==> src/rtl/core/dps_pkg.sv <==
// shared types and constants for the dynamic priority scheduler
// no dependencies; used by dps_cell and dynamic_priority_scheduler_unit
package dps_pkg;

    localparam int MAX_TASKS_DEF = 8;
    localparam int VAL_W         = 16;
    localparam int OUT_SLOT_W    = 3;
    localparam int S_TDATA_W     = 32;
    localparam int M_TDATA_W     = 56;

    localparam logic signed [VAL_W-1:0] PRIO_MIN = 16'sh8000;
    localparam logic [VAL_W-1:0]        CNT_MAX  = 16'hFFFF;

    localparam logic MODE_LOAD = 1'b0;
    localparam logic MODE_TICK = 1'b1;

    typedef enum logic [1:0] {
        OP_NONE,
        OP_LOAD,
        OP_TICK
    } t_op;

    typedef struct packed {
        logic                    valid;
        logic signed [VAL_W-1:0] prio;
        logic [VAL_W-1:0]        rem;
        logic [VAL_W-1:0]        cnt;
    } t_entry;

    typedef struct packed {
        logic                    found;
        logic                    finished;
        logic signed [VAL_W-1:0] prio;
        logic [VAL_W-1:0]        rem;
        logic [VAL_W-1:0]        cnt;
    } t_sel;

endpackage

==> src/rtl/core/dps_cell.sv <==
// one position of the ordered task chain: holds one entry and its slot id
// depends on dps_pkg; instantiated in a row by dynamic_priority_scheduler_unit
module dps_cell #(
    parameter int SLOT_W = 3
) (
    input  logic                 i_clk,
    input  logic                 i_rst_n,
    input  dps_pkg::t_op         i_op,
    input  dps_pkg::t_entry      i_load,
    input  logic [SLOT_W-1:0]    i_load_slot,
    input  dps_pkg::t_entry      i_left,
    input  logic [SLOT_W-1:0]    i_left_slot,
    input  logic                 i_left_ge,
    input  dps_pkg::t_entry      i_right,
    input  logic [SLOT_W-1:0]    i_right_slot,
    input  logic                 i_right_moving,
    input  dps_pkg::t_sel        i_sel,
    input  logic [SLOT_W-1:0]    i_sel_slot,
    output dps_pkg::t_entry      o_entry,
    output logic [SLOT_W-1:0]    o_slot,
    output logic                 o_ge,
    output logic                 o_moving,
    output dps_pkg::t_sel        o_sel,
    output logic [SLOT_W-1:0]    o_sel_slot
);

    dps_pkg::t_entry     r_entry, n_entry;
    logic [SLOT_W-1:0]   r_slot, n_slot;
    dps_pkg::t_sel       own_upd;
    logic                hit;
    logic                gt;

    assign o_entry = r_entry;
    assign o_slot  = r_slot;
    assign o_ge    = r_entry.valid && (r_entry.prio >= i_load.prio);

    always_comb begin
        own_upd.found    = 1'b1;
        own_upd.finished = (r_entry.rem == dps_pkg::VAL_W'(1));
        own_upd.rem      = r_entry.rem - dps_pkg::VAL_W'(1);
        own_upd.prio     = (r_entry.prio == dps_pkg::PRIO_MIN) ? r_entry.prio
                                                               : r_entry.prio - 16'sd1;
        own_upd.cnt      = (r_entry.cnt == dps_pkg::CNT_MAX) ? r_entry.cnt
                                                             : r_entry.cnt + dps_pkg::VAL_W'(1);
    end

    assign hit      = !i_sel.found && r_entry.valid && (r_entry.rem != '0);
    assign gt       = r_entry.valid && (r_entry.prio > i_sel.prio);
    assign o_moving = hit || (i_sel.found && gt);

    always_comb begin
        if (i_sel.found) begin
            o_sel      = i_sel;
            o_sel_slot = i_sel_slot;
        end else if (hit) begin
            o_sel      = own_upd;
            o_sel_slot = r_slot;
        end else begin
            o_sel      = i_sel;
            o_sel_slot = i_sel_slot;
        end
    end

    always_comb begin
        n_entry = r_entry;
        n_slot  = r_slot;
        case (i_op)
            dps_pkg::OP_LOAD: begin
                if (!o_ge) begin
                    if (i_left_ge) begin
                        n_entry = i_load;
                        n_slot  = i_load_slot;
                    end else begin
                        n_entry = i_left;
                        n_slot  = i_left_slot;
                    end
                end
            end
            dps_pkg::OP_TICK: begin
                if (o_moving) begin
                    if (i_right_moving) begin
                        n_entry = i_right;
                        n_slot  = i_right_slot;
                    end else begin
                        n_entry.valid = 1'b1;
                        n_entry.prio  = o_sel.prio;
                        n_entry.rem   = o_sel.rem;
                        n_entry.cnt   = o_sel.cnt;
                        n_slot        = o_sel_slot;
                    end
                end else if (i_sel.found && r_entry.valid && (r_entry.cnt != '0)) begin
                    n_entry.cnt = own_upd.cnt;
                end
            end
            default: begin
                n_entry = r_entry;
                n_slot  = r_slot;
            end
        endcase
    end

    always_ff @(posedge i_clk) begin
        if (!i_rst_n) begin
            r_entry.valid <= 1'b0;
        end else begin
            r_entry.valid <= n_entry.valid;
        end
        r_entry.prio <= n_entry.prio;
        r_entry.rem  <= n_entry.rem;
        r_entry.cnt  <= n_entry.cnt;
        r_slot       <= n_slot;
    end

endmodule

==> src/rtl/core/dynamic_priority_scheduler_unit.sv <==
// Dynamic priority scheduler: keeps up to MAX_TASKS tasks in a row of cells ordered by
// descending priority. A load (s_axis_tuser = 0) inserts a task behind all entries of
// equal or higher priority and gives no result; a load into a full row is dropped. A tick
// (s_axis_tuser = 1) runs the first entry with time left, ages it and moves it back behind
// entries of strictly higher priority, returning one transaction. Each transaction is first
// captured in the input register; the whole cell row then selects, shifts and updates
// together. A tick waits in the capture register while an earlier result is still
// held on the output, so with a stalled output loads keep passing and the input stalls
// once one more tick has been captured.
// depends on dps_pkg and dps_cell
module dynamic_priority_scheduler_unit #(
    parameter int MAX_TASKS = dps_pkg::MAX_TASKS_DEF
) (
    input  logic                            i_clk,
    input  logic                            i_rst_n,
    input  logic                            s_axis_tvalid,
    output logic                            s_axis_tready,
    // task_priority[15:0], task_run_time[31:16]
    input  logic [dps_pkg::S_TDATA_W-1:0]   s_axis_tdata,
    // mode
    input  logic                            s_axis_tuser,
    output logic                            m_axis_tvalid,
    input  logic                            m_axis_tready,
    // slot[2:0], remaining[18:3], new_priority[34:19], cpu_count[50:35], finished[51], zero
    output logic [dps_pkg::M_TDATA_W-1:0]   m_axis_tdata,
    // idle
    output logic                            m_axis_tuser
);

    localparam int SLOT_W = (MAX_TASKS > 1) ? $clog2(MAX_TASKS) : 1;
    localparam int CNT_W  = $clog2(MAX_TASKS + 1);

    logic                            r_busy;
    logic                            r_mode;
    logic signed [dps_pkg::VAL_W-1:0] r_prio;
    logic [dps_pkg::VAL_W-1:0]       r_run;
    logic [CNT_W-1:0]                r_count;
    logic                            r_m_valid;
    logic [dps_pkg::M_TDATA_W-1:0]   r_m_data;
    logic                            r_m_idle;

    logic                            exec;
    logic                            full;
    dps_pkg::t_op                    op;
    dps_pkg::t_entry                 load_entry;
    logic [SLOT_W-1:0]               load_slot;
    logic [SLOT_W+2:0]               slot_ext;

    dps_pkg::t_entry                 c_entry  [MAX_TASKS];
    logic [SLOT_W-1:0]               c_slot   [MAX_TASKS];
    logic                            c_ge     [MAX_TASKS];
    logic                            c_moving [MAX_TASKS];
    dps_pkg::t_sel                   c_sel    [MAX_TASKS+1];
    logic [SLOT_W-1:0]               c_sel_slot [MAX_TASKS+1];

    assign s_axis_tready = !r_busy;
    assign m_axis_tvalid = r_m_valid;
    assign m_axis_tdata  = r_m_data;
    assign m_axis_tuser  = r_m_idle;

    assign full = (r_count == CNT_W'(MAX_TASKS));
    assign exec = r_busy && ((r_mode == dps_pkg::MODE_LOAD) || !r_m_valid || m_axis_tready);

    always_comb begin
        op = dps_pkg::OP_NONE;
        if (exec) begin
            if (r_mode == dps_pkg::MODE_TICK) begin
                op = dps_pkg::OP_TICK;
            end else if (!full) begin
                op = dps_pkg::OP_LOAD;
            end
        end
    end

    assign load_entry.valid = 1'b1;
    assign load_entry.prio  = r_prio;
    assign load_entry.rem   = r_run;
    assign load_entry.cnt   = '0;
    assign load_slot        = r_count[SLOT_W-1:0];

    assign c_sel[0]      = '0;
    assign c_sel_slot[0] = '0;

    for (genvar k = 0; k < MAX_TASKS; k++) begin : g_cell
        dps_pkg::t_entry   left_entry, right_entry;
        logic [SLOT_W-1:0] left_slot, right_slot;
        logic              left_ge, right_moving;

        if (k == 0) begin : g_first
            assign left_entry = '0;
            assign left_slot  = '0;
            assign left_ge    = 1'b1;
        end else begin : g_mid_l
            assign left_entry = c_entry[k-1];
            assign left_slot  = c_slot[k-1];
            assign left_ge    = c_ge[k-1];
        end

        if (k == MAX_TASKS - 1) begin : g_last
            assign right_entry  = '0;
            assign right_slot   = '0;
            assign right_moving = 1'b0;
        end else begin : g_mid_r
            assign right_entry  = c_entry[k+1];
            assign right_slot   = c_slot[k+1];
            assign right_moving = c_moving[k+1];
        end

        dps_cell #(
            .SLOT_W (SLOT_W)
        ) u_cell (
            .i_clk          (i_clk),
            .i_rst_n        (i_rst_n),
            .i_op           (op),
            .i_load         (load_entry),
            .i_load_slot    (load_slot),
            .i_left         (left_entry),
            .i_left_slot    (left_slot),
            .i_left_ge      (left_ge),
            .i_right        (right_entry),
            .i_right_slot   (right_slot),
            .i_right_moving (right_moving),
            .i_sel          (c_sel[k]),
            .i_sel_slot     (c_sel_slot[k]),
            .o_entry        (c_entry[k]),
            .o_slot         (c_slot[k]),
            .o_ge           (c_ge[k]),
            .o_moving       (c_moving[k]),
            .o_sel          (c_sel[k+1]),
            .o_sel_slot     (c_sel_slot[k+1])
        );
    end

    assign slot_ext = {3'b000, c_sel_slot[MAX_TASKS]};

    always_ff @(posedge i_clk) begin
        if (!i_rst_n) begin
            r_busy    <= 1'b0;
            r_count   <= '0;
            r_m_valid <= 1'b0;
        end else begin
            if (s_axis_tvalid && s_axis_tready) begin
                r_busy <= 1'b1;
            end else if (exec) begin
                r_busy <= 1'b0;
            end
            if (op == dps_pkg::OP_LOAD) begin
                r_count <= r_count + CNT_W'(1);
            end
            if (op == dps_pkg::OP_TICK) begin
                r_m_valid <= 1'b1;
            end else if (m_axis_tready) begin
                r_m_valid <= 1'b0;
            end
        end

        if (s_axis_tvalid && s_axis_tready) begin
            r_mode <= s_axis_tuser;
            r_prio <= s_axis_tdata[15:0];
            r_run  <= s_axis_tdata[31:16];
        end

        if (op == dps_pkg::OP_TICK) begin
            if (c_sel[MAX_TASKS].found) begin
                r_m_data <= {4'b0000,
                             c_sel[MAX_TASKS].finished,
                             c_sel[MAX_TASKS].cnt,
                             c_sel[MAX_TASKS].prio,
                             c_sel[MAX_TASKS].rem,
                             slot_ext[dps_pkg::OUT_SLOT_W-1:0]};
                r_m_idle <= 1'b0;
            end else begin
                r_m_data <= '0;
                r_m_idle <= 1'b1;
            end
        end
    end

endmodule

==> config.mk <==
export PLATFORM = sky130hd
export DESIGN_NAME = dynamic_priority_scheduler_unit
export DESIGN_NICKNAME = d
export VERILOG_FILES = /design/src/rtl/core/dps_pkg.sv /design/src/rtl/core/dps_cell.sv /design/src/rtl/core/dynamic_priority_scheduler_unit.sv
export SDC_FILE = /design/constraint.sdc
export NUM_CORES = 2
export LEC_CHECK = 0
export BUFFER_PORTS_ARGS = -buffer_cell sky130_fd_sc_hd__buf_2
export CAP_MARGIN = 15
export CORE_MARGIN = 5
export CORE_UTILIZATION = 40
export CTS_BUF_LIST = sky130_fd_sc_hd__clkbuf_8
export CTS_CLUSTER_SIZE = 25
export DETAILED_ROUTE_END_ITERATION = 6
export GPL_TIMING_DRIVEN = 0
export PLACE_DENSITY = 0.66
export SYNTH_ARGS = -nofsm -noshare
export SYNTH_HDL_FRONTEND = slang
export SYNTH_HIERARCHICAL = 1
export SYNTH_SLANG_ARGS = --single-unit
==> constraint.sdc <==
create_clock -name i_clk -period 6.9 [get_ports i_clk]
set_input_delay 0.69 -clock i_clk [delete_from_list [all_inputs] [get_ports i_clk]]
set_output_delay 0.69 -clock i_clk [all_outputs]
set_load 0.1 [all_outputs]
Word-level counts from Yosys, hierarchy flattened
Index checks and enable logic that the tools add are counted.
{"block": "word_totals", "ff_bits": 512, "latch_bits": 0, "ram_bits": 0, "romBits": 0, "input_bits": 37, "wordCells": 389, "memories": 0}
{"block": "op_classes", "add_sub_neg": 25, "mul": 0, "div": 0, "order_cmp": 15, "n_eq_ne": 50, "n_shift": 0, "n_mux": 145, "bitwise_logic": 1, "n_reduce_logical": 104}
{"cell": "two-way mux 49 bit", "count": 22}
{"cell": "case mux 49 bit (2 select lines)", "count": 8}
{"cell": "two-way mux 50 bit", "count": 15}
{"cell": "two-way mux 16 bit", "count": 31}
{"cell": "two-way mux 33 bit", "count": 8}
{"cell": "== test 16 bit (second input constant)", "count": 16}
{"cell": "nonzero test 16 bit", "count": 15}
{"cell": "two-way mux 3 bit", "count": 45}
{"cell": "adder 16 x 1 -> 16 bit (second input constant)", "count": 8}
{"cell": "== test 16 x 1 -> 1 bit (second input constant)", "count": 8}
{"cell": ">= comparator 16 bit", "count": 8}
{"cell": "subtractor 16 x 1 -> 16 bit (second input constant)", "count": 8}
{"cell": "subtractor 16 x 2 -> 16 bit (second input constant)", "count": 8}
{"cell": "greater-than comparator 16 bit", "count": 7}
{"cell": "logical AND 1 bit", "count": 53}
{"cell": "case mux 3 bit (2 select lines)", "count": 8}
{"cell": "AND reduction 3 bit", "count": 15}
{"cell": "!= test 2 bit (second input constant)", "count": 15}
{"cell": "!= test 3 x 2 -> 1 bit (second input constant)", "count": 7}
{"cell": "logical NOT 1 bit", "count": 9}
{"cell": "logical OR 1 bit", "count": 9}
{"cell": "two-way mux 1 bit", "count": 6}
{"cell": "nonzero test 2 bit", "count": 3}
{"cell": "adder 4 x 1 -> 4 bit (second input constant)", "count": 1}
{"cell": "6 further kinds", "count": 7}

Longest topological paths before layout
{"block": "depth", "ltp_word": 40, "depth_mapped": 36, "mapped_depth_nobuf": 33}

Hierarchy
Netlist, hierarchy kept.
{"mod": "dps_cell (g_cell[0].u_cell ...)", "n_inst": 4, "cells_each": 740, "area_per_inst_um2": 5962.0}
{"mod": "dps_cell (g_cell[5].u_cell ...)", "n_inst": 2, "cells_each": 737, "area_per_inst_um2": 5886.9}
{"mod": "dps_cell (g_cell[7].u_cell)", "n_inst": 1, "cells_each": 706, "area_per_inst_um2": 5936.9}
{"mod": "dps_cell (g_cell[4].u_cell)", "n_inst": 1, "cells_each": 729, "area_per_inst_um2": 5821.8}
{"mod": "dynamic_priority_scheduler_unit", "n_inst": 1, "cells_each": 188, "area_per_inst_um2": 3305.7}

Least setup slack after synthesis
Ideal clock, no wire load.
{"block": "synth_path", "kind": "register -> register", "from": "register g_cell[0].u_cell.r_entry (netlist bit g_cell[0].u_cell/o_entry[16])", "to": "register g_cell[6].u_cell.r_entry (netlist bit g_cell[6].u_cell/o_entry[16]), enable pin", "setup_ns": 0.443, "t_arrival_ns": 6.240, "required_ns": 6.457, "path_slack_ns": 0.217, "stages_incl_launch_ff": 28, "n_path_buf": 2, "period_less_slack_ns": 6.683, "path_cell_list": "edfxtp_1 > inv_1 > ha_1 > nor4b_1 > nand4_1 > a21o_1 > nand2b_1 > nor2b_1 > buf_2 > buf_1 > nor2_1 > a21oi_1 > nor2_1 > a21oi_1 > nor2_1 > a21oi_1 > nor2_1 > a21oi_1 > nor2_1 > a21oi_1 > inv_1 > ha_1 > nand4_1 > nor4_1 > a221o_1 > mux2_2 > a21oi_2 > o22ai_1"}
{"element": "start: declaration", "line": "dps_cell.sv:27", "text": "dps_pkg::t_entry r_entry, n_entry;"}
{"element": "end: declaration", "line": "dps_cell.sv:27"}

==> out/qor.yml <==
status:
  status: "finished, violations left"
  violations: "design-rule violations, negative setup slack"
setup_path:
  worstPathMaxFanout: 10
  r2r_setup_slack_ns: -0.04
  worst_setup_path_start_kind: "flip-flop"
  worstSetupPathType: "reg2reg"
  cpMostUsedCell: "nor2_1"
  reg2reg_from: "g_cell[0].u_cell/o_entry[32]"
  worstRegToRegCells: 33
  endpoint_kind: "flip-flop"
  crit_required_ns: 7.56
  worstPathArrival_ns: 7.60
  critPathMaxStageDelay_ns: 0.50
  timing.rr.end: "g_cell[6].u_cell/o_entry[15]"
  critPathSlowestCell: "edfxtp_1"
route:
  drtIter0Drc: 8454
  firstDrtPassIters: 7
  viasPerCell: 6.42
  wl_per_cell_um: 30.3
  drt-total-wl_mm: 256
  vias: 54303
  ant_nets: 0
  drc: 1
clock_network:
  cts_buffers: 99
  cts_buffer_depth: 3
  cts_tree: "done"
  cts_htree_levels: 3
  clock_sinks: 508
  path_clk_slew_ns: 0.07
  root_buffer: "clkbuf_8"
  clock_latency_ns: 0.86
pwr:
  leakage_nw: 23.2
  power_mw: 9.04
  powerDensity_nw_per_um2: 151
  vdd_ir_drop_max_v: 0.000152
grt:
  grt_pass1_vias: 50155
  grt-ovfl-total: 0
  grt_use_total_pct: 35.9
  grt_max_degree: 36
  antenna_found_initial: 24
  grt_pass1_wl_mm: 357
floorplanning:
  boundaryPins: 96
  rows: 130
  die_x_um: 366
  fp.dieArea_sq_um: 134000
  core_sq_um: 126000
  start_util_pct: 40.3
  die_h_um: 366
placement:
  dp_cells: 8142
  numPortBuffers: 91
  dp_hpwl_mm: 199
  gp_congestion: 1.02
timing:
  post-route-period-util_pct: 101
  fmax_mhz: 144
  timing.final.ws_setup_ns: -0.0424
  maxSlewHeadroom_pct: 11.2
  rsz0062_at_grt: "yes"
  fin_worst_skew_ns: 0.0550
  drv_slew: 0
  period_minus_slack_ns: 6.94
  setup-tns-final_ns: -0.209
  worst_pin_slew_ns: 1.33
  hold_viol: 0
  setup_viol: 10
synth:
  synthCells: 6057
  synth-seq-area-share_pct: 29.8
  yosysWarnings: 6
  synth_ff_type: "edfxtp_1"
  synth_edf_count: 494
  avgSynthCellArea_sq_um: 8.37
  yosys.cell_types.count: 103
  ys_ff_latch: 508
  syn_area_sq_um: 50700
  ys_async_sr_fraction_pct: 0
cells_and_area:
  fillers: 12479
  layout_common_cells: "nand2_1, edfxtp_1, a21oi_1"
  syn_to_final_growth_pct: 18.0
  final_common_cell: "nand2_1"
  drive_above_1_share_pct: 13.1
  nNetsFinal: 7060
  fin_cells: 8453
  utilization_pct: 47.6
worst_hold_path:
  holdPathStages: 4
  holdPathEnd: "m_axis_tvalid"
  hp-start: "m_axis_tready"
  hp-class: "in2reg"
run:
  maxCapViolCount: 0
cell type report:
cell class	instances	area (sq um)	share of cell area, %
inverter	365	1390	2.32
buffer	361	2090	3.49
clock buffer	105	1450	2.42
clock inverter	77	494	0.826
antenna	5	12.5	0.0209
sequential	508	15100	25.3
tap	1650	2060	3.45
multi-input combinational	5137	35100	58.7
timing repair buffer	245	2090	3.49
critical path: cells and delay by family (launching register included):
family,cells,cell delay [ns]
AOI/OAI and AO/OA,10,2.40
and+or+nand+nor,14,2.13
buffers and inverters,6,0.86
adders and majority gates,2,0.58
DFF,1,0.50
xor gates and xnor gates,1,0.25
through the flow:
step	worst slack, ns	instance area (sq um)	hold slack (ns)
3_3_place_gp	-4.03	54400	0.506
2_1_floorplan	0.217	51900	0.470
4_1_cts	-0.0228	58600	0.264
3_5_place_dp	-3.67	55000	0.519
6_report	-0.0424	59800	0.308
5_1_grt	-0.116	59800	0.340
metal layers:
metal / vias up / track usage, % / share of wire, %
met5: - / 0 / 0.026
met4: 10 / 11.7 / 3.6
met3: 558 / 11.1 / 14
met2: 3853 / 51.3 / 40
met1: 26518 / 51.2 / 42
li1: 23364 / - / -
state kept, by name (all words and copies together) (netlist names):
signal and count:
m_axis_tuser 1, g_cell.u_cell/o_slot 24, r_count 4, r_mode 1, g_cell.u_cell/o_entry 392, r_run 16
m_axis_tvalid 1, r_busy 1, r_prio 16, m_axis_tdata 52
synth_stat cells, types with 155 or more instances:
master / instances / area share (%)
a211oi_1: 220 / 3.3
a21oi_1: 462 / 4.6
clkbuf_1: 277 / 2.1
edfxtp_1: 494 / 29
ha_1: 306 / 7.6
inv_1: 357 / 2.6
mux2i_1: 415 / 8.2
nand2_1: 776 / 5.7
nor2_1: 312 / 2.3
nor2b_1: 155 / 1.9
o21ai_0: 323 / 3.2
xnor2_1: 163 / 2.8
report_power, final:
group | internal, mW | total, mW | switching (mW)
registers | 3.54 | 3.82 | 0.280
clock network | 1.63 | 3.24 | 1.61
logic | 0.677 | 1.99 | 1.31
what timing repair did:
action                                  CTS  global route
hold endpoints to repair                 33             0
hold buffers                             33             0
pin swaps                                21            48
gates resized for setup                 318           236
gates cloned                              0             1
setup buffers                            33            62
endpoints found under the setup margin  681           395
cell families after synthesis:
| group | Yosys count | synth area share [%] |
|---|---|---|
| other | 2 | 0.0148 |
| AND/OR/NAND/NOR | 2076 | 20.8 |
| adder cells (fa/ha/maj) | 306 | 7.55 |
| AO/OA/AOI/OAI | 1638 | 20.7 |
| multiplexers | 501 | 10.1 |
| buffers and inverters | 731 | 5.83 |
| XOR/XNOR | 295 | 5.10 |
| flip-flops | 508 | 29.8 |
how the worst max path moves through the flow:
stage / start / to / depth (start not counted)
2_1_floorplan: g_cell[0].u_cell/o_entry[16] / g_cell[6].u_cell/o_entry[16] / 27
3_3_place_gp: g_cell[0].u_cell/o_entry[16] / g_cell[7].u_cell/o_entry[10] / 31
3_5_place_dp: g_cell[0].u_cell/o_entry[16] / g_cell[6].u_cell/o_entry[14] / 35
4_1_cts: g_cell[0].u_cell/o_entry[17] / g_cell[6].u_cell/o_entry[15] / 34
5_1_grt: g_cell[0].u_cell/o_entry[16] / g_cell[4].u_cell/o_slot[2] / 30
6_report: g_cell[0].u_cell/o_entry[32] / g_cell[6].u_cell/o_entry[15] / 33
Note: power is estimated with default switching activity, not from simulation.
